File: config.mk
export PLATFORM = sky130hd
export DESIGN_NAME = dhcp_client_handshake_unit
export DESIGN_NICKNAME = d
export VERILOG_FILES = /design/src/hw/rtl/dchs_pkg.sv /design/src/hw/rtl/dchs_front.sv /design/src/hw/rtl/dchs_queue.sv /design/src/hw/rtl/dchs_back.sv /design/src/hw/rtl/dhcp_client_handshake_unit.sv
export SDC_FILE = /design/constraint.sdc
export NUM_CORES = 1
export LEC_CHECK = 0
export BUFFER_PORTS_ARGS = -buffer_cell sky130_fd_sc_hd__buf_2
export CORE_ASPECT_RATIO = 0.7
export CORE_UTILIZATION = 42
export CTS_CLUSTER_DIAMETER = 60
export DETAILED_ROUTE_END_ITERATION = 10
export GPL_TIMING_DRIVEN = 0
export PLACE_DENSITY = 0.6
export SLEW_MARGIN = 10
export SYNTH_ARGS = -nofsm -noshare
export SYNTH_HDL_FRONTEND = slang
export SYNTH_SLANG_ARGS = --single-unit
export TNS_END_PERCENT = 5
File: constraint.sdc
create_clock -name clk_i -period 6.4 [get_ports clk_i]
set_clock_uncertainty 0.1 [all_clocks]
set_input_delay 0.32 -clock clk_i [delete_from_list [all_inputs] [get_ports clk_i]]
set_output_delay 0.32 -clock clk_i [all_outputs]
set_load 0.02 [all_outputs]
File: src/hw/rtl/dchs_pkg.sv
// Shared types, constants and helpers for the DHCP client handshake unit.
// Used by every module of the block; depends on nothing.
package dchs_pkg;

  // Reply packet geometry
  localparam int unsigned MAX_PACKET_BYTES = 552;
  localparam int unsigned POS_W = $clog2(MAX_PACKET_BYTES + 1);
  localparam logic [POS_W-1:0] POS_MAX = POS_W'(MAX_PACKET_BYTES);
  localparam logic [POS_W-1:0] POS_OP = POS_W'(0);
  localparam logic [POS_W-1:0] POS_XID_FIRST = POS_W'(4);
  localparam logic [POS_W-1:0] POS_XID_LAST = POS_W'(7);
  localparam logic [POS_W-1:0] POS_YI_FIRST = POS_W'(16);
  localparam logic [POS_W-1:0] POS_YI_LAST = POS_W'(19);
  localparam logic [POS_W-1:0] POS_MAGIC_FIRST = POS_W'(236);
  localparam logic [POS_W-1:0] POS_MAGIC_LAST = POS_W'(239);
  localparam logic [POS_W-1:0] POS_OPTIONS = POS_W'(240);

  // Protocol constants
  localparam logic [31:0] DHCP_MAGIC = 32'h6382_5363;
  localparam logic [7:0] TAG_END = 8'd255;
  localparam logic [7:0] TAG_TYPE = 8'd53;
  localparam logic [7:0] TAG_SERVER = 8'd54;
  localparam logic [7:0] OP_REPLY = 8'd2;
  localparam logic [7:0] TYPE_OFFER = 8'd2;
  localparam logic [7:0] TYPE_ACK = 8'd5;
  localparam logic [7:0] TYPE_NAK = 8'd6;
  localparam logic [7:0] SERVER_ID_LEN = 8'd4;
  localparam logic [7:0] ATTEMPT_SAT = 8'd255;
  localparam logic [7:0] RETRIES_RESET = 8'd3;

  // Header check bits
  localparam int unsigned HDR_OP = 0;
  localparam int unsigned HDR_XID = 1;
  localparam int unsigned HDR_MAGIC = 2;

  // Item queue between front and back
  localparam int unsigned QUEUE_DEPTH = 4;
  localparam int unsigned QPTR_W = $clog2(QUEUE_DEPTH);
  localparam int unsigned QCNT_W = $clog2(QUEUE_DEPTH + 1);

  typedef enum logic [1:0] {
    KIND_START   = 2'd0,
    KIND_BYTE    = 2'd1,
    KIND_TIMEOUT = 2'd2,
    KIND_NONE    = 2'd3
  } kind_e;

  typedef enum logic [2:0] {
    ACT_DISCOVER = 3'd0,
    ACT_REQUEST  = 3'd1,
    ACT_BOUND    = 3'd2,
    ACT_NAK      = 3'd3,
    ACT_NO_OFFER = 3'd4,
    ACT_NO_ACK   = 3'd5
  } action_e;

  // Classified operation handed to the back end
  typedef enum logic [2:0] {
    OP_START   = 3'b001,
    OP_BYTE    = 3'b010,
    OP_TIMEOUT = 3'b100
  } op_e;

  typedef enum logic [2:0] {
    PH_IDLE  = 3'b001,
    PH_OFFER = 3'b010,
    PH_ACK   = 3'b100
  } phase_e;

  typedef enum logic [3:0] {
    WALK_TAG  = 4'b0001,
    WALK_LEN  = 4'b0010,
    WALK_VAL  = 4'b0100,
    WALK_STOP = 4'b1000
  } walk_e;

  typedef enum logic [2:0] {
    CAP_NONE    = 3'b001,
    CAP_PENDING = 3'b010,
    CAP_FOUND   = 3'b100
  } cap_e;

  typedef struct packed {
    op_e         op;
    logic [7:0]  data_byte;
    logic        last_byte;
    logic [31:0] xid;
  } q_entry_t;

  // Byte of a 32-bit word, first wire byte at index 0
  function automatic logic [7:0] byte_of(input logic [31:0] word, input logic [1:0] idx);
    logic [7:0] b;
    case (idx)
      2'd0:    b = word[31:24];
      2'd1:    b = word[23:16];
      2'd2:    b = word[15:8];
      default: b = word[7:0];
    endcase
    return b;
  endfunction

endpackage

File: src/hw/rtl/dchs_front.sv
// Front end: accepts input items, classifies them and pushes them into the queue.
// Depends on dchs_pkg.
module dchs_front (
  input  logic               in_valid_i,
  output logic               in_ready_o,
  input  logic [1:0]         kind_i,
  input  logic [7:0]         data_byte_i,
  input  logic               last_byte_i,
  input  logic [31:0]        start_xid_i,
  output logic               push_valid_o,
  input  logic               push_ready_i,
  output dchs_pkg::q_entry_t push_entry_o
);

  logic    keep;
  dchs_pkg::op_e op;

  // Decode kind; the unused code is accepted and dropped
  always_comb begin
    keep = 1'b1;
    op   = dchs_pkg::OP_START;
    case (dchs_pkg::kind_e'(kind_i))
      dchs_pkg::KIND_START:   op = dchs_pkg::OP_START;
      dchs_pkg::KIND_BYTE:    op = dchs_pkg::OP_BYTE;
      dchs_pkg::KIND_TIMEOUT: op = dchs_pkg::OP_TIMEOUT;
      default:                keep = 1'b0;
    endcase
  end

  // Dropped items need no queue slot
  assign in_ready_o   = push_ready_i;
  assign push_valid_o = in_valid_i && keep;

  assign push_entry_o.op        = op;
  assign push_entry_o.data_byte = data_byte_i;
  assign push_entry_o.last_byte = last_byte_i;
  assign push_entry_o.xid       = start_xid_i;

endmodule

File: src/hw/rtl/dchs_queue.sv
// Short item queue that decouples the front end from the back end.
// Depends on dchs_pkg.
module dchs_queue (
  input  logic               clk_i,
  input  logic               rst_ni,
  input  logic               push_valid_i,
  output logic               push_ready_o,
  input  dchs_pkg::q_entry_t push_entry_i,
  output logic               pop_valid_o,
  input  logic               pop_ready_i,
  output dchs_pkg::q_entry_t pop_entry_o
);

  dchs_pkg::q_entry_t mem_q [dchs_pkg::QUEUE_DEPTH];
  logic [dchs_pkg::QPTR_W-1:0] wr_ptr_q, wr_ptr_d, rd_ptr_q, rd_ptr_d;
  logic [dchs_pkg::QCNT_W-1:0] cnt_q, cnt_d;
  logic push, pop;

  assign push_ready_o = (cnt_q != dchs_pkg::QCNT_W'(dchs_pkg::QUEUE_DEPTH));
  assign pop_valid_o  = (cnt_q != '0);
  assign pop_entry_o  = mem_q[rd_ptr_q];

  assign push = push_valid_i && push_ready_o;
  assign pop  = pop_valid_o && pop_ready_i;

  // Pointer and fill count update
  always_comb begin
    wr_ptr_d = push ? wr_ptr_q + 1'b1 : wr_ptr_q;
    rd_ptr_d = pop ? rd_ptr_q + 1'b1 : rd_ptr_q;
    cnt_d    = cnt_q;
    if (push && !pop) begin
      cnt_d = cnt_q + 1'b1;
    end else if (pop && !push) begin
      cnt_d = cnt_q - 1'b1;
    end
  end

  always_ff @(posedge clk_i or negedge rst_ni) begin
    if (!rst_ni) begin
      wr_ptr_q <= '0;
      rd_ptr_q <= '0;
      cnt_q    <= '0;
    end else begin
      wr_ptr_q <= wr_ptr_d;
      rd_ptr_q <= rd_ptr_d;
      cnt_q    <= cnt_d;
    end
  end

  // Entry storage
  always_ff @(posedge clk_i) begin
    if (push) begin
      mem_q[wr_ptr_q] <= push_entry_i;
    end
  end

endmodule

File: src/hw/rtl/dchs_back.sv
// Back end: handshake state, on-the-fly reply parsing, judging and result register.
// Depends on dchs_pkg.
module dchs_back (
  input  logic               clk_i,
  input  logic               rst_ni,
  input  logic               cfg_valid_i,
  input  logic [7:0]         cfg_data_i,
  input  logic               pop_valid_i,
  output logic               pop_ready_o,
  input  dchs_pkg::q_entry_t pop_entry_i,
  output logic               out_valid_o,
  input  logic               out_ready_i,
  output logic [2:0]         action_o,
  output logic [31:0]        address_o,
  output logic [31:0]        server_ident_o
);

  localparam int unsigned POS_W = dchs_pkg::POS_W;

  logic [7:0]        max_q;
  dchs_pkg::phase_e  phase_q, phase_d;
  logic [7:0]        att_q, att_d;
  logic [31:0]       xid_q, xid_d;
  logic [31:0]       offer_q, offer_d;
  logic [31:0]       sid_q, sid_d;
  logic [POS_W-1:0]  pos_q, pos_d;
  logic [2:0]        hdr_q, hdr_d;
  logic [31:0]       yi_q, yi_d;
  dchs_pkg::walk_e   walk_q, walk_d;
  logic [7:0]        tag_q, tag_d;
  logic [7:0]        rem_q, rem_d;
  dchs_pkg::cap_e    mt_st_q, mt_st_d;
  logic              mt_has_q, mt_has_d;
  logic [7:0]        mt_val_q, mt_val_d;
  dchs_pkg::cap_e    sv_st_q, sv_st_d;
  logic [7:0]        sv_len_q, sv_len_d;
  logic [31:0]       sv_val_q, sv_val_d;

  logic              go, clr, use_att, type_ok;
  logic              res_valid;
  dchs_pkg::action_e res_action;
  logic [31:0]       res_addr, res_sid;
  logic              out_valid_q;
  logic [2:0]        out_action_q;
  logic [31:0]       out_addr_q, out_sid_q;
  logic [7:0]        b;
  logic [7:0]        rem_dec;
  logic              out_free;

  // An item is taken whenever the result register can take its answer
  assign out_free    = !out_valid_q || out_ready_i;
  assign pop_ready_o = out_free;
  assign go          = pop_valid_i && out_free;
  assign b           = pop_entry_i.data_byte;
  assign rem_dec     = rem_q - 8'd1;

  // Next state for one item: absorb, judge, then apply retries and packet clear
  always_comb begin
    phase_d    = phase_q;
    att_d      = att_q;
    xid_d      = xid_q;
    offer_d    = offer_q;
    sid_d      = sid_q;
    pos_d      = pos_q;
    hdr_d      = hdr_q;
    yi_d       = yi_q;
    walk_d     = walk_q;
    tag_d      = tag_q;
    rem_d      = rem_q;
    mt_st_d    = mt_st_q;
    mt_has_d   = mt_has_q;
    mt_val_d   = mt_val_q;
    sv_st_d    = sv_st_q;
    sv_len_d   = sv_len_q;
    sv_val_d   = sv_val_q;
    clr        = 1'b0;
    use_att    = 1'b0;
    type_ok    = 1'b0;
    res_valid  = 1'b0;
    res_action = dchs_pkg::ACT_DISCOVER;
    res_addr   = '0;
    res_sid    = '0;

    if (go) begin
      case (pop_entry_i.op)
        dchs_pkg::OP_START: begin
          xid_d     = pop_entry_i.xid;
          att_d     = '0;
          offer_d   = '0;
          sid_d     = '0;
          clr       = 1'b1;
          res_valid = 1'b1;
          if (max_q == '0) begin
            phase_d    = dchs_pkg::PH_IDLE;
            res_action = dchs_pkg::ACT_NO_OFFER;
          end else begin
            phase_d    = dchs_pkg::PH_OFFER;
            res_action = dchs_pkg::ACT_DISCOVER;
          end
        end
        dchs_pkg::OP_BYTE: begin
          if (phase_q != dchs_pkg::PH_IDLE) begin
            // Absorb the byte; bytes past the maximum length are dropped
            if (pos_q < dchs_pkg::POS_MAX) begin
              pos_d = pos_q + 1'b1;
              if (pos_q == dchs_pkg::POS_OP && b != dchs_pkg::OP_REPLY) begin
                hdr_d[dchs_pkg::HDR_OP] = 1'b0;
              end
              if (pos_q >= dchs_pkg::POS_XID_FIRST && pos_q <= dchs_pkg::POS_XID_LAST &&
                  dchs_pkg::byte_of(xid_q, pos_q[1:0]) != b) begin
                hdr_d[dchs_pkg::HDR_XID] = 1'b0;
              end
              if (pos_q >= dchs_pkg::POS_YI_FIRST && pos_q <= dchs_pkg::POS_YI_LAST) begin
                yi_d = {yi_q[23:0], b};
              end
              if (pos_q >= dchs_pkg::POS_MAGIC_FIRST && pos_q <= dchs_pkg::POS_MAGIC_LAST &&
                  dchs_pkg::byte_of(dchs_pkg::DHCP_MAGIC, pos_q[1:0]) != b) begin
                hdr_d[dchs_pkg::HDR_MAGIC] = 1'b0;
              end
              // Option walk
              if (pos_q >= dchs_pkg::POS_OPTIONS) begin
                case (walk_q)
                  dchs_pkg::WALK_TAG: begin
                    if (b == dchs_pkg::TAG_END) begin
                      walk_d = dchs_pkg::WALK_STOP;
                    end else begin
                      tag_d  = b;
                      rem_d  = '0;
                      walk_d = dchs_pkg::WALK_LEN;
                    end
                  end
                  dchs_pkg::WALK_LEN: begin
                    if (tag_q == dchs_pkg::TAG_TYPE && mt_st_q == dchs_pkg::CAP_NONE) begin
                      mt_st_d  = (b == '0) ? dchs_pkg::CAP_FOUND : dchs_pkg::CAP_PENDING;
                      mt_has_d = 1'b0;
                      mt_val_d = '0;
                    end
                    if (tag_q == dchs_pkg::TAG_SERVER && sv_st_q == dchs_pkg::CAP_NONE) begin
                      sv_st_d  = (b == '0) ? dchs_pkg::CAP_FOUND : dchs_pkg::CAP_PENDING;
                      sv_len_d = b;
                      sv_val_d = '0;
                    end
                    rem_d  = b;
                    walk_d = (b == '0) ? dchs_pkg::WALK_TAG : dchs_pkg::WALK_VAL;
                  end
                  dchs_pkg::WALK_VAL: begin
                    if (mt_st_q == dchs_pkg::CAP_PENDING && !mt_has_q) begin
                      mt_has_d = 1'b1;
                      mt_val_d = b;
                    end
                    if (sv_st_q == dchs_pkg::CAP_PENDING) begin
                      sv_val_d = {sv_val_q[23:0], b};
                    end
                    rem_d = rem_dec;
                    if (rem_dec == '0) begin
                      if (mt_st_q == dchs_pkg::CAP_PENDING) begin
                        mt_st_d = dchs_pkg::CAP_FOUND;
                      end
                      if (sv_st_q == dchs_pkg::CAP_PENDING) begin
                        sv_st_d = dchs_pkg::CAP_FOUND;
                      end
                      walk_d = dchs_pkg::WALK_TAG;
                    end
                  end
                  default: ;
                endcase
              end
            end

            // Judge the reply at its last byte
            if (pop_entry_i.last_byte) begin
              type_ok = (mt_st_d == dchs_pkg::CAP_FOUND) && mt_has_d;
              if (pos_d < dchs_pkg::POS_OPTIONS) begin
                use_att = 1'b1;
              end else if (phase_q == dchs_pkg::PH_OFFER) begin
                if (hdr_d != 3'b111 || !type_ok || mt_val_d != dchs_pkg::TYPE_OFFER ||
                    yi_d == '0) begin
                  use_att = 1'b1;
                end else begin
                  offer_d = yi_d;
                  sid_d   = (sv_st_d == dchs_pkg::CAP_FOUND &&
                             sv_len_d == dchs_pkg::SERVER_ID_LEN) ? sv_val_d : '0;
                  clr       = 1'b1;
                  att_d     = '0;
                  res_valid = 1'b1;
                  if (max_q == '0) begin
                    phase_d    = dchs_pkg::PH_IDLE;
                    res_action = dchs_pkg::ACT_NO_ACK;
                  end else begin
                    phase_d    = dchs_pkg::PH_ACK;
                    res_action = dchs_pkg::ACT_REQUEST;
                    res_addr   = offer_d;
                    res_sid    = sid_d;
                  end
                end
              end else begin
                // Ack phase: cookie not checked
                if (hdr_d[dchs_pkg::HDR_XID:dchs_pkg::HDR_OP] != 2'b11 || !type_ok) begin
                  use_att = 1'b1;
                end else if (mt_val_d == dchs_pkg::TYPE_NAK) begin
                  clr        = 1'b1;
                  phase_d    = dchs_pkg::PH_IDLE;
                  res_valid  = 1'b1;
                  res_action = dchs_pkg::ACT_NAK;
                end else if (mt_val_d != dchs_pkg::TYPE_ACK || yi_d == '0) begin
                  use_att = 1'b1;
                end else begin
                  clr        = 1'b1;
                  phase_d    = dchs_pkg::PH_IDLE;
                  res_valid  = 1'b1;
                  res_action = dchs_pkg::ACT_BOUND;
                  res_addr   = yi_d;
                  res_sid    = sid_q;
                end
              end
            end
          end
        end
        dchs_pkg::OP_TIMEOUT: begin
          if (phase_q != dchs_pkg::PH_IDLE) begin
            use_att = 1'b1;
          end
        end
        default: ;
      endcase
    end

    // One attempt used up: retry or give up
    if (use_att) begin
      clr       = 1'b1;
      att_d     = (att_q == dchs_pkg::ATTEMPT_SAT) ? att_q : att_q + 8'd1;
      res_valid = 1'b1;
      if (att_d >= max_q) begin
        phase_d    = dchs_pkg::PH_IDLE;
        res_action = (phase_q == dchs_pkg::PH_OFFER) ? dchs_pkg::ACT_NO_OFFER
                                                     : dchs_pkg::ACT_NO_ACK;
      end else if (phase_q == dchs_pkg::PH_OFFER) begin
        res_action = dchs_pkg::ACT_DISCOVER;
      end else begin
        res_action = dchs_pkg::ACT_REQUEST;
        res_addr   = offer_q;
        res_sid    = sid_q;
      end
    end

    // Drop any partial reply
    if (clr) begin
      pos_d    = '0;
      hdr_d    = 3'b111;
      yi_d     = '0;
      walk_d   = dchs_pkg::WALK_TAG;
      tag_d    = '0;
      rem_d    = '0;
      mt_st_d  = dchs_pkg::CAP_NONE;
      mt_has_d = 1'b0;
      mt_val_d = '0;
      sv_st_d  = dchs_pkg::CAP_NONE;
      sv_len_d = '0;
      sv_val_d = '0;
    end
  end

  // Configuration register
  always_ff @(posedge clk_i or negedge rst_ni) begin
    if (!rst_ni) begin
      max_q <= dchs_pkg::RETRIES_RESET;
    end else if (cfg_valid_i) begin
      max_q <= cfg_data_i;
    end
  end

  // Handshake and parse state
  always_ff @(posedge clk_i or negedge rst_ni) begin
    if (!rst_ni) begin
      phase_q  <= dchs_pkg::PH_IDLE;
      att_q    <= '0;
      xid_q    <= '0;
      offer_q  <= '0;
      sid_q    <= '0;
      pos_q    <= '0;
      hdr_q    <= 3'b111;
      yi_q     <= '0;
      walk_q   <= dchs_pkg::WALK_TAG;
      tag_q    <= '0;
      rem_q    <= '0;
      mt_st_q  <= dchs_pkg::CAP_NONE;
      mt_has_q <= 1'b0;
      mt_val_q <= '0;
      sv_st_q  <= dchs_pkg::CAP_NONE;
      sv_len_q <= '0;
      sv_val_q <= '0;
    end else begin
      phase_q  <= phase_d;
      att_q    <= att_d;
      xid_q    <= xid_d;
      offer_q  <= offer_d;
      sid_q    <= sid_d;
      pos_q    <= pos_d;
      hdr_q    <= hdr_d;
      yi_q     <= yi_d;
      walk_q   <= walk_d;
      tag_q    <= tag_d;
      rem_q    <= rem_d;
      mt_st_q  <= mt_st_d;
      mt_has_q <= mt_has_d;
      mt_val_q <= mt_val_d;
      sv_st_q  <= sv_st_d;
      sv_len_q <= sv_len_d;
      sv_val_q <= sv_val_d;
    end
  end

  // Result register
  always_ff @(posedge clk_i or negedge rst_ni) begin
    if (!rst_ni) begin
      out_valid_q <= 1'b0;
    end else if (out_free) begin
      out_valid_q <= go && res_valid;
    end
  end

  always_ff @(posedge clk_i) begin
    if (out_free && go && res_valid) begin
      out_action_q <= res_action;
      out_addr_q   <= res_addr;
      out_sid_q    <= res_sid;
    end
  end

  assign out_valid_o    = out_valid_q;
  assign action_o       = out_action_q;
  assign address_o      = out_addr_q;
  assign server_ident_o = out_sid_q;

endmodule

File: src/hw/rtl/dhcp_client_handshake_unit.sv
// DHCP client handshake unit, top level: front end, item queue and back end.
// Depends on dchs_pkg, dchs_front, dchs_queue and dchs_back.
//
// Runs the DISCOVER/OFFER then REQUEST/ACK exchange of a DHCP client. A start
// item sets the transaction id and answers "send discover" ("no offer" if the
// retry limit is zero); reply bytes then stream in one item per byte, and the
// item with the last byte gives the verdict (send discover or request, bound,
// NAK failure, no offer, no ack). Timeouts outside the idle phase use up one
// attempt and answer with a resend or a give-up. Items go into a four-entry
// queue; the back end takes one item per clock and updates the whole header
// check and option walk in that cycle, so the sustained rate is one item per
// clock while results are taken. A result is registered as its item is taken
// by the back end, and the output register holds it while the consumer stalls.
// The retry limit register is written through the cfg channel, which is always
// ready; write it only while no item is in flight.
module dhcp_client_handshake_unit (
  input  logic        clk_i,
  input  logic        rst_ni,
  input  logic        cfg_valid_i,
  output logic        cfg_ready_o,
  input  logic [7:0]  cfg_data_i,
  input  logic        in_valid_i,
  output logic        in_ready_o,
  input  logic [1:0]  kind_i,
  input  logic [7:0]  data_byte_i,
  input  logic        last_byte_i,
  input  logic [31:0] start_xid_i,
  output logic        out_valid_o,
  input  logic        out_ready_i,
  output logic [2:0]  action_o,
  output logic [31:0] address_o,
  output logic [31:0] server_ident_o
);

  logic               push_valid, push_ready;
  dchs_pkg::q_entry_t push_entry;
  logic               pop_valid, pop_ready;
  dchs_pkg::q_entry_t pop_entry;

  assign cfg_ready_o = 1'b1;

  dchs_front u_front (
    .in_valid_i   (in_valid_i),
    .in_ready_o   (in_ready_o),
    .kind_i       (kind_i),
    .data_byte_i  (data_byte_i),
    .last_byte_i  (last_byte_i),
    .start_xid_i  (start_xid_i),
    .push_valid_o (push_valid),
    .push_ready_i (push_ready),
    .push_entry_o (push_entry)
  );

  dchs_queue u_queue (
    .clk_i        (clk_i),
    .rst_ni       (rst_ni),
    .push_valid_i (push_valid),
    .push_ready_o (push_ready),
    .push_entry_i (push_entry),
    .pop_valid_o  (pop_valid),
    .pop_ready_i  (pop_ready),
    .pop_entry_o  (pop_entry)
  );

  dchs_back u_back (
    .clk_i          (clk_i),
    .rst_ni         (rst_ni),
    .cfg_valid_i    (cfg_valid_i),
    .cfg_data_i     (cfg_data_i),
    .pop_valid_i    (pop_valid),
    .pop_ready_o    (pop_ready),
    .pop_entry_i    (pop_entry),
    .out_valid_o    (out_valid_o),
    .out_ready_i    (out_ready_i),
    .action_o       (action_o),
    .address_o      (address_o),
    .server_ident_o (server_ident_o)
  );

endmodule

==> results of run 1 <==
power by group through the flow:
| stage | sequential (mW) | clock [mW] | combinational [mW] |
|---|---|---|---|
| final | 4.36 | 2.88 | 3.78 |
| after detailed placement | 4.41 | 0 | 3.76 |
| after floorplan | 4.65 | 0 | 2.16 |
| after global placement | 4.44 | 0 | 3.64 |
| after CTS | 4.35 | 2.94 | 3.80 |
| after global routing | 4.42 | 3.05 | 4.10 |
state kept, by name (all words and copies together) (netlist names), 4 cells and up:
register / count
u_back.xid_q: 32
u_back.tag_q: 8
u_back.sv_val_q: 32
u_back.address_o: 32
u_back.sv_len_q: 8
u_back.mt_val_q: 8
u_back.rem_q: 8
u_back.yi_q: 32
u_back.offer_q: 32
u_back.server_ident_o: 32
u_back.sid_q: 32
u_back.pos_q: 10
u_queue.mem_q: 176
u_back.walk_q: 4
u_back.att_q: 8
u_back.max_q: 8
repair_timing:
action | in CTS | in global routing
hold buffers | 56 | 0
endpoints found under the hold margin | 262 | 0
endpoints found under the setup margin | 0 | 0
per-layer routing:
| metal | vias to the layer above | wire (µm) | track usage |
|---|---|---|---|
| li1 | 6689 | - | - |
| met1 | 7437 | 26600 | 0.3230 |
| met2 | 492 | 23660 | 0.3032 |
| met3 | 68 | 3941 | 0.04520 |
| met4 | 0 | 757 | 0.04760 |
| met5 | - | 0 | 0 |
cell usage in the layout, fill, tap and decap left out, types with 10 or more instances in the layout:
cell type and n:
a211oi_1 43, a21oi_1 28, dlygate4sd3_1 56, mux4_2 44, nand3_1 16, nor3_1 14, nand4_1 16, nor2_1 144
a22oi_1 42, clkbuf_1 74, nor4_1 16, dfrtp_1 234, mux2i_1 93, buf_2 150, buf_1 10, o2bb2ai_1 36
nand2_1 122, clkinv_1 11, clkbuf_16 51, mux2_2 35, xnor2_1 17, inv_1 33, edfxtp_1 243, ha_1 24
o21ai_0 26, o2bb2ai_2 30, xor2_1 13, o31ai_1 68
final cells by class:
class	count	area, µm²
clock buffers	67	1406
plain buffers	113	521.8
repair buffers	183	1274
multi-input cells	997	7855
well taps	674	843.3
flip-flops and latches	486	13390
inverters	34	127.6
fillers	4413	25480
clock inverters	26	212.7
worst max-delay path, delay by kind of cell (launching register included):
family                   cells  cell delay [ps]
XOR/XNOR                     1              160
AND/OR/NAND/NOR              3              330
adder cells (fa/ha/maj)      1              220
AO/OA/AOI/OAI                4             2120
flip-flops                   1              430
buffers and inverters        4             1290
multiplexers                 1              180
how the worst max path moves through the flow:
| stage | startpoint | endpoint | slack, ps |
|---|---|---|---|
| 5_1_grt | u_back.pos_q[0] | u_back.sid_q[30] | 1080 |
| 6_report | u_back.pos_q[0] | u_back.sid_q[25] | 1450 |
| 2_1_floorplan | u_queue.rd_ptr_q[0] | u_back.action_o[0] | 1360 |
| 3_5_place_dp | u_back.pos_q[0] | u_back.sid_q[25] | 1550 |
| 4_1_cts | u_back.pos_q[0] | u_back.sid_q[25] | 1500 |
| 3_3_place_gp | u_queue.rd_ptr_q[1] | u_back.address_o[4] | -480 |
per-stage QoR:
| step | std cells | total power, mW | utilization | hold WS, ps |
|---|---|---|---|---|
| after floorplan | 1630 | 6.807 | - | -75.59 |
| after global placement | 2428 | 8.076 | 0.4567 | 358.8 |
| after detailed placement | 2431 | 8.164 | 0.4588 | 300.8 |
| after CTS | 2580 | 11.10 | 0.5015 | 11.63 |
| after global routing | 2580 | 11.58 | 0.5015 | 63.64 |
| final | 2580 | 11.01 | 0.5015 | 55.82 |
cell families after synthesis:
group                    after synthesis  synth area share
adder cells (fa/ha/maj)               25           0.01464
buffers and inverters                147           0.02951
AO/OA/AOI/OAI                        347            0.1304
multiplexers                         173            0.1064
XOR/XNOR                              30           0.01201
AND/OR/NAND/NOR                      421           0.09493
other                                  1         0.0001714
flip-flops                           486            0.6119
==> results.ini, run 1 <==
[critical_path]
critPathRequiredTime_ps = 6790
crit_arrival_ps = 5340
worstPathMaxFanout = 10
crit_path_start_kind = register
cpMaxStageDelayCell = a31oi_2
crit_chain = inv_1 > ha_1 > clkbuf_1 > a222oi_1 > mux2i_1 > xor2_1 > nor4_1 > a21oi_1 > nor4_4 > a31oi_2 > buf_2 > buf_2 > nand2_1 > o31ai_1
r2r_start = u_back.pos_q[0]
r2r_slack_ps = 1450
reg2reg_to = u_back.sid_q[25]
reg2reg_depth = 14
worst-setup-path-type = reg2reg
cp-end-kind = register
max_stage_delay_ps = 990
crit_top_cell = buf_2

[placement]
numPortBuffers = 124
gp_congestion = 0.8893
placed_cell_area_um2 = 23450
place_ws_ps = 1553
hpwl_mm = 37.13

[floorplanning]
die_area_um2 = 53030
coreArea_um2 = 51110
rows = 69
die_w_um = 274.8
io_pins = 126
fp.dieH_um = 193.0
start_util = 0.4281

[run]
max_cap_viol_count = 0

[timing]
layout_setup_ws_ps = 1453
achievable-frequency_ghz = 0.2021
tightest_slew_ps = 1195
fin_tns_setup_ps = 0
relSlewSlack = 0.2007
period_share = 0.7730
final.min_clock_period_ps = 4947
slew_viol_final = 0
hold_viol_final = 0
rsz0062_at_grt = false
setup-violations-final = 0

[synthesis]
syn_area_um2 = 21880
synth_seq_cells = 486
syn_inst = 1630
ys_warn_count = 0
yosysSeqAreaShare = 0.6119
synth_top_area_cell = edfxtp_1
synth_edf_count = 243
avgSynthCellArea_um2 = 13.42
synth.most_common_cell = edfxtp_1
yosys-top-cells-area = edfxtp_1, dfrtp_1, mux4_2
synth-main-ff-cell = edfxtp_1
async_flop_share = 0.5000
synth_top_area_frac = 0.3335
synthTopCellsByCount = edfxtp_1, dfrtp_1, nor2_1
synth_cell_type_count = 93
syn-num-nets = 1711

[cts]
clkLatencyLatePin_ps = 610
cts_setup_buffers = 0
clock-sinks = 486
cts_tree = yes
ctsResizeCount = 0
cts_root_buf = clkbuf_16
cts_buffers = 50
clockBufferDepth = 3
clk_pin_slew_ps = 60
htreeDepth = 2

[hold_path]
min_to = u_queue.mem_q[1][41]
min_from = kind_i[1]
hp-class = in2reg
holdPathStages = 2

[route]
dr.pass1.iters = 9
postRouteAntennaNets = 0
wirelength_mm = 54.96
viasPerCell = 5.692
drt_iter0_drc = 1358
route.detailed.drc = 4
wire_per_inst_um = 21.30
vias = 14690

[pwr]
p_seq_frac = 0.396
p_clk_frac = 0.261
swShare = 0.3702
total_leakage_power_nw = 10.32
p_comb_frac = 0.343
switching_power_mw = 4.077
vdd.ir_drop.worst_mv = 0.2142
p_int_mw = 6.937
p_per_area_nw_per_um2 = 429.7

[final_layout]
drive_above_1_share = 0.2067
syn_to_final_growth_pct = 17.14
antenna_cells = 0
nNetsFinal = 1946
final_area_um2 = 25630

[global_routing]
grt.total_usage = 0.2102
grt_pass1_vias = 14610
antenna_found_initial = 0
grt_pass1_wl_mm = 85.39
overflow = 0
grt_max_degree = 95

[outcome]
violations = DRC
outcome = finished, violations left

(Power assumes the default switching activity.)
==> run 2, diff against run 1 <==
==> constraint.sdc (replaced) <==
create_clock -name clk_i -period 5.05 [get_ports clk_i]
set_clock_uncertainty 0.1 [all_clocks]
set_input_delay 0.2525 -clock clk_i [delete_from_list [all_inputs] [get_ports clk_i]]
set_output_delay 0.2525 -clock clk_i [all_outputs]
set_load 0.02 [all_outputs]
==> run 2 against run 1 <==
Effect of this change:
- the run still ends with DRC left
- combinational power grew 26%
- sequential power grew 27%
- final cell count is essentially flat
- utilization grew 0.066 points
- wire length shrank 0.47%
- first-iteration DRC count grew 1.3%
- via count is essentially flat
- sequential share of layout area shrank 0.069 points
- highest routed layer unchanged
==> results.ini, run 2 (synthesis gave the netlist of run 1 again) <==
[cts]
clkLatencyLatePin_ps = 610
cts_root_buf = clkbuf_16
clock-sinks = 486
clockBufferDepth = 3
htreeDepth = 2
cts_tree = yes
clk_pin_slew_ps = 60
cts_buffers = 50
cts_setup_buffers = 0

[timing]
relSlewSlack = 0.3471
worst_hold_slack_ps = 72.88
period_share = 0.9196
setup-violations-final = 0
layout_setup_ws_ps = 405.8
slew_viol_final = 0
rsz0062_at_grt = false
achievable-frequency_ghz = 0.2153
tightest_slew_ps = 979.3
fin_tns_setup_ps = 0
hold_viol_final = 0
final.min_clock_period_ps = 4644

[global_routing]
grt_busiest_layer = met1
grt_max_degree = 95
grt_pass1_wl_mm = 85.41
overflow = 0
grt.total_usage = 0.2103
antenna_found_initial = 0
grt.met3_usage = 0.04520
met1_usage = 0.3230
grt_pass1_vias = 14610
use_met2 = 0.3033

[floorplanning]
io_pins = 126
rows = 69
die_area_um2 = 53030
fp.dieH_um = 193.0
die_w_um = 274.8
start_util = 0.4281
coreArea_um2 = 51110

[final_layout]
drive_above_1_share = 0.2065
nNetsFinal = 1948
nFillCells = 4404
final_cell_mix = edfxtp_1, dfrtp_1, buf_2
final_common_cell = edfxtp_1
finalCoreUtilization = 0.5021
multi_input_area_um2 = 7869
final_cells = 2582
final_area_um2 = 25660
antenna_cells = 0
syn_to_final_growth_pct = 17.29
largest_reg_flops = 176
seq_area_um2 = 13390
regMostFlops = u_queue.mem_q

[placement]
hpwl_mm = 37.13
place_ws_ps = 202.9
numPortBuffers = 124
dp_cells = 2431
gp_congestion = 0.8893
placed_cell_area_um2 = 23450

[outcome]
outcome = finished, violations left
violations = DRC

[route]
postRouteAntennaNets = 0
wire_per_inst_um = 21.19
vias = 14700
viasPerCell = 5.692
wirelength_mm = 54.70
route.detailed.drc = 4
drt_iter0_drc = 1376
dr.pass1.iters = 11

[critical_path]
crit_path_start_kind = register
critPathRequiredTime_ps = 5380
cpMaxStageDelayCell = a2111oi_0
worstPathMaxFanout = 10
max_stage_delay_ps = 730
cp-end-kind = register
crit_family = compound AO/OA/AOI/OAI gates
crit_top_cell = a21o_1
crit_chain = ha_1 > and2_1 > nand3_1 > mux2_2 > ha_1 > a21o_1 > a21o_1 > a21o_1 > a21o_1 > a2111oi_0 > o211ai_1 > nor2_4 > buf_4 > o2bb2ai_1
worst-setup-path-type = reg2reg
r2r_start = u_back.att_q[0]
crit_arrival_ps = 4970
path_buf_inv = 1
startpoint = u_back.att_q[0]

[hold_path]
min_from = cfg_valid_i
hp-class = in2reg

[pwr]
finalPower_mw = 13.95
vdd.ir_drop.worst_mv = 0.2718
total_leakage_power_nw = 10.33
p_per_area_nw_per_um2 = 543.5

[run]
max_cap_viol_count = 0

-- run 2: cell types whose count changed in the layout (fill, tap and decap cells not counted) --
cell / delta
a31oi_2: -1
nor2_4: +1
nor2_2: -1
a31oi_4: +1
dlygate4sd3_1: +2
-- run 2: layout make-up --
cell class | instances | area share
Inverter | 34 | 0.004973
Multi-Input combinational cell | 997 | 0.3066
Tap cell | 674 | 0.03286
Timing Repair Buffer | 185 | 0.05041
Buffer | 113 | 0.02033
Clock buffer | 67 | 0.05480
Clock inverter | 26 | 0.008288
Sequential cell | 486 | 0.5217
-- run 2: worst reg2reg max path, cell delays in order (launching register included) --
cell and delay [ps]:
dfrtp_1 440, ha_1 250, and2_1 210, nand3_1 210, mux2_2 400, ha_1 300
a21o_1 160, a21o_1 170, a21o_1 180, a21o_1 180, a2111oi_0 730, o211ai_1 370
nor2_4 370, buf_4 250, o2bb2ai_1 160
-- run 2: timing repair --
action / CTS / global route
hold buffers: 58 / 0
gates resized for setup: 0 / 2
hold endpoints to repair: 274 / 0
setup endpoints to repair: 0 / 61
-- run 2: metal layers --
layer / part of all wire / vias up
met5: 0 / -
met4: 0.015 / 0
met2: 0.43 / 482
li1: - / 6693
met3: 0.071 / 74
met1: 0.49 / 7447
-- run 2: final timing paths --
| check | endpoint | slack, ps | cells after the start |
|---|---|---|---|
| worst max-delay path | u_back.address_o[1] | 410 | 14 |
| worst max register to register | u_back.address_o[1] | 410 | 14 |
| min in group asynchronous | u_back.offer_q[19] | 160 | 2 |
| worst min-delay path | u_back.max_q[4] | 70 | 4 |
| max in group asynchronous | u_back.max_q[0] | 3350 | 4 |
| worst min register to register | u_back.offer_q[13] | 380 | 2 |
-- run 2: power by group --
group | total (mW) | switching, mW | internal (mW)
registers | 5.52 | 0.375 | 5.14
clock network | 3.64 | 1.57 | 2.07
logic | 4.78 | 3.21 | 1.58
total | 13.9 | 5.15 | 8.79
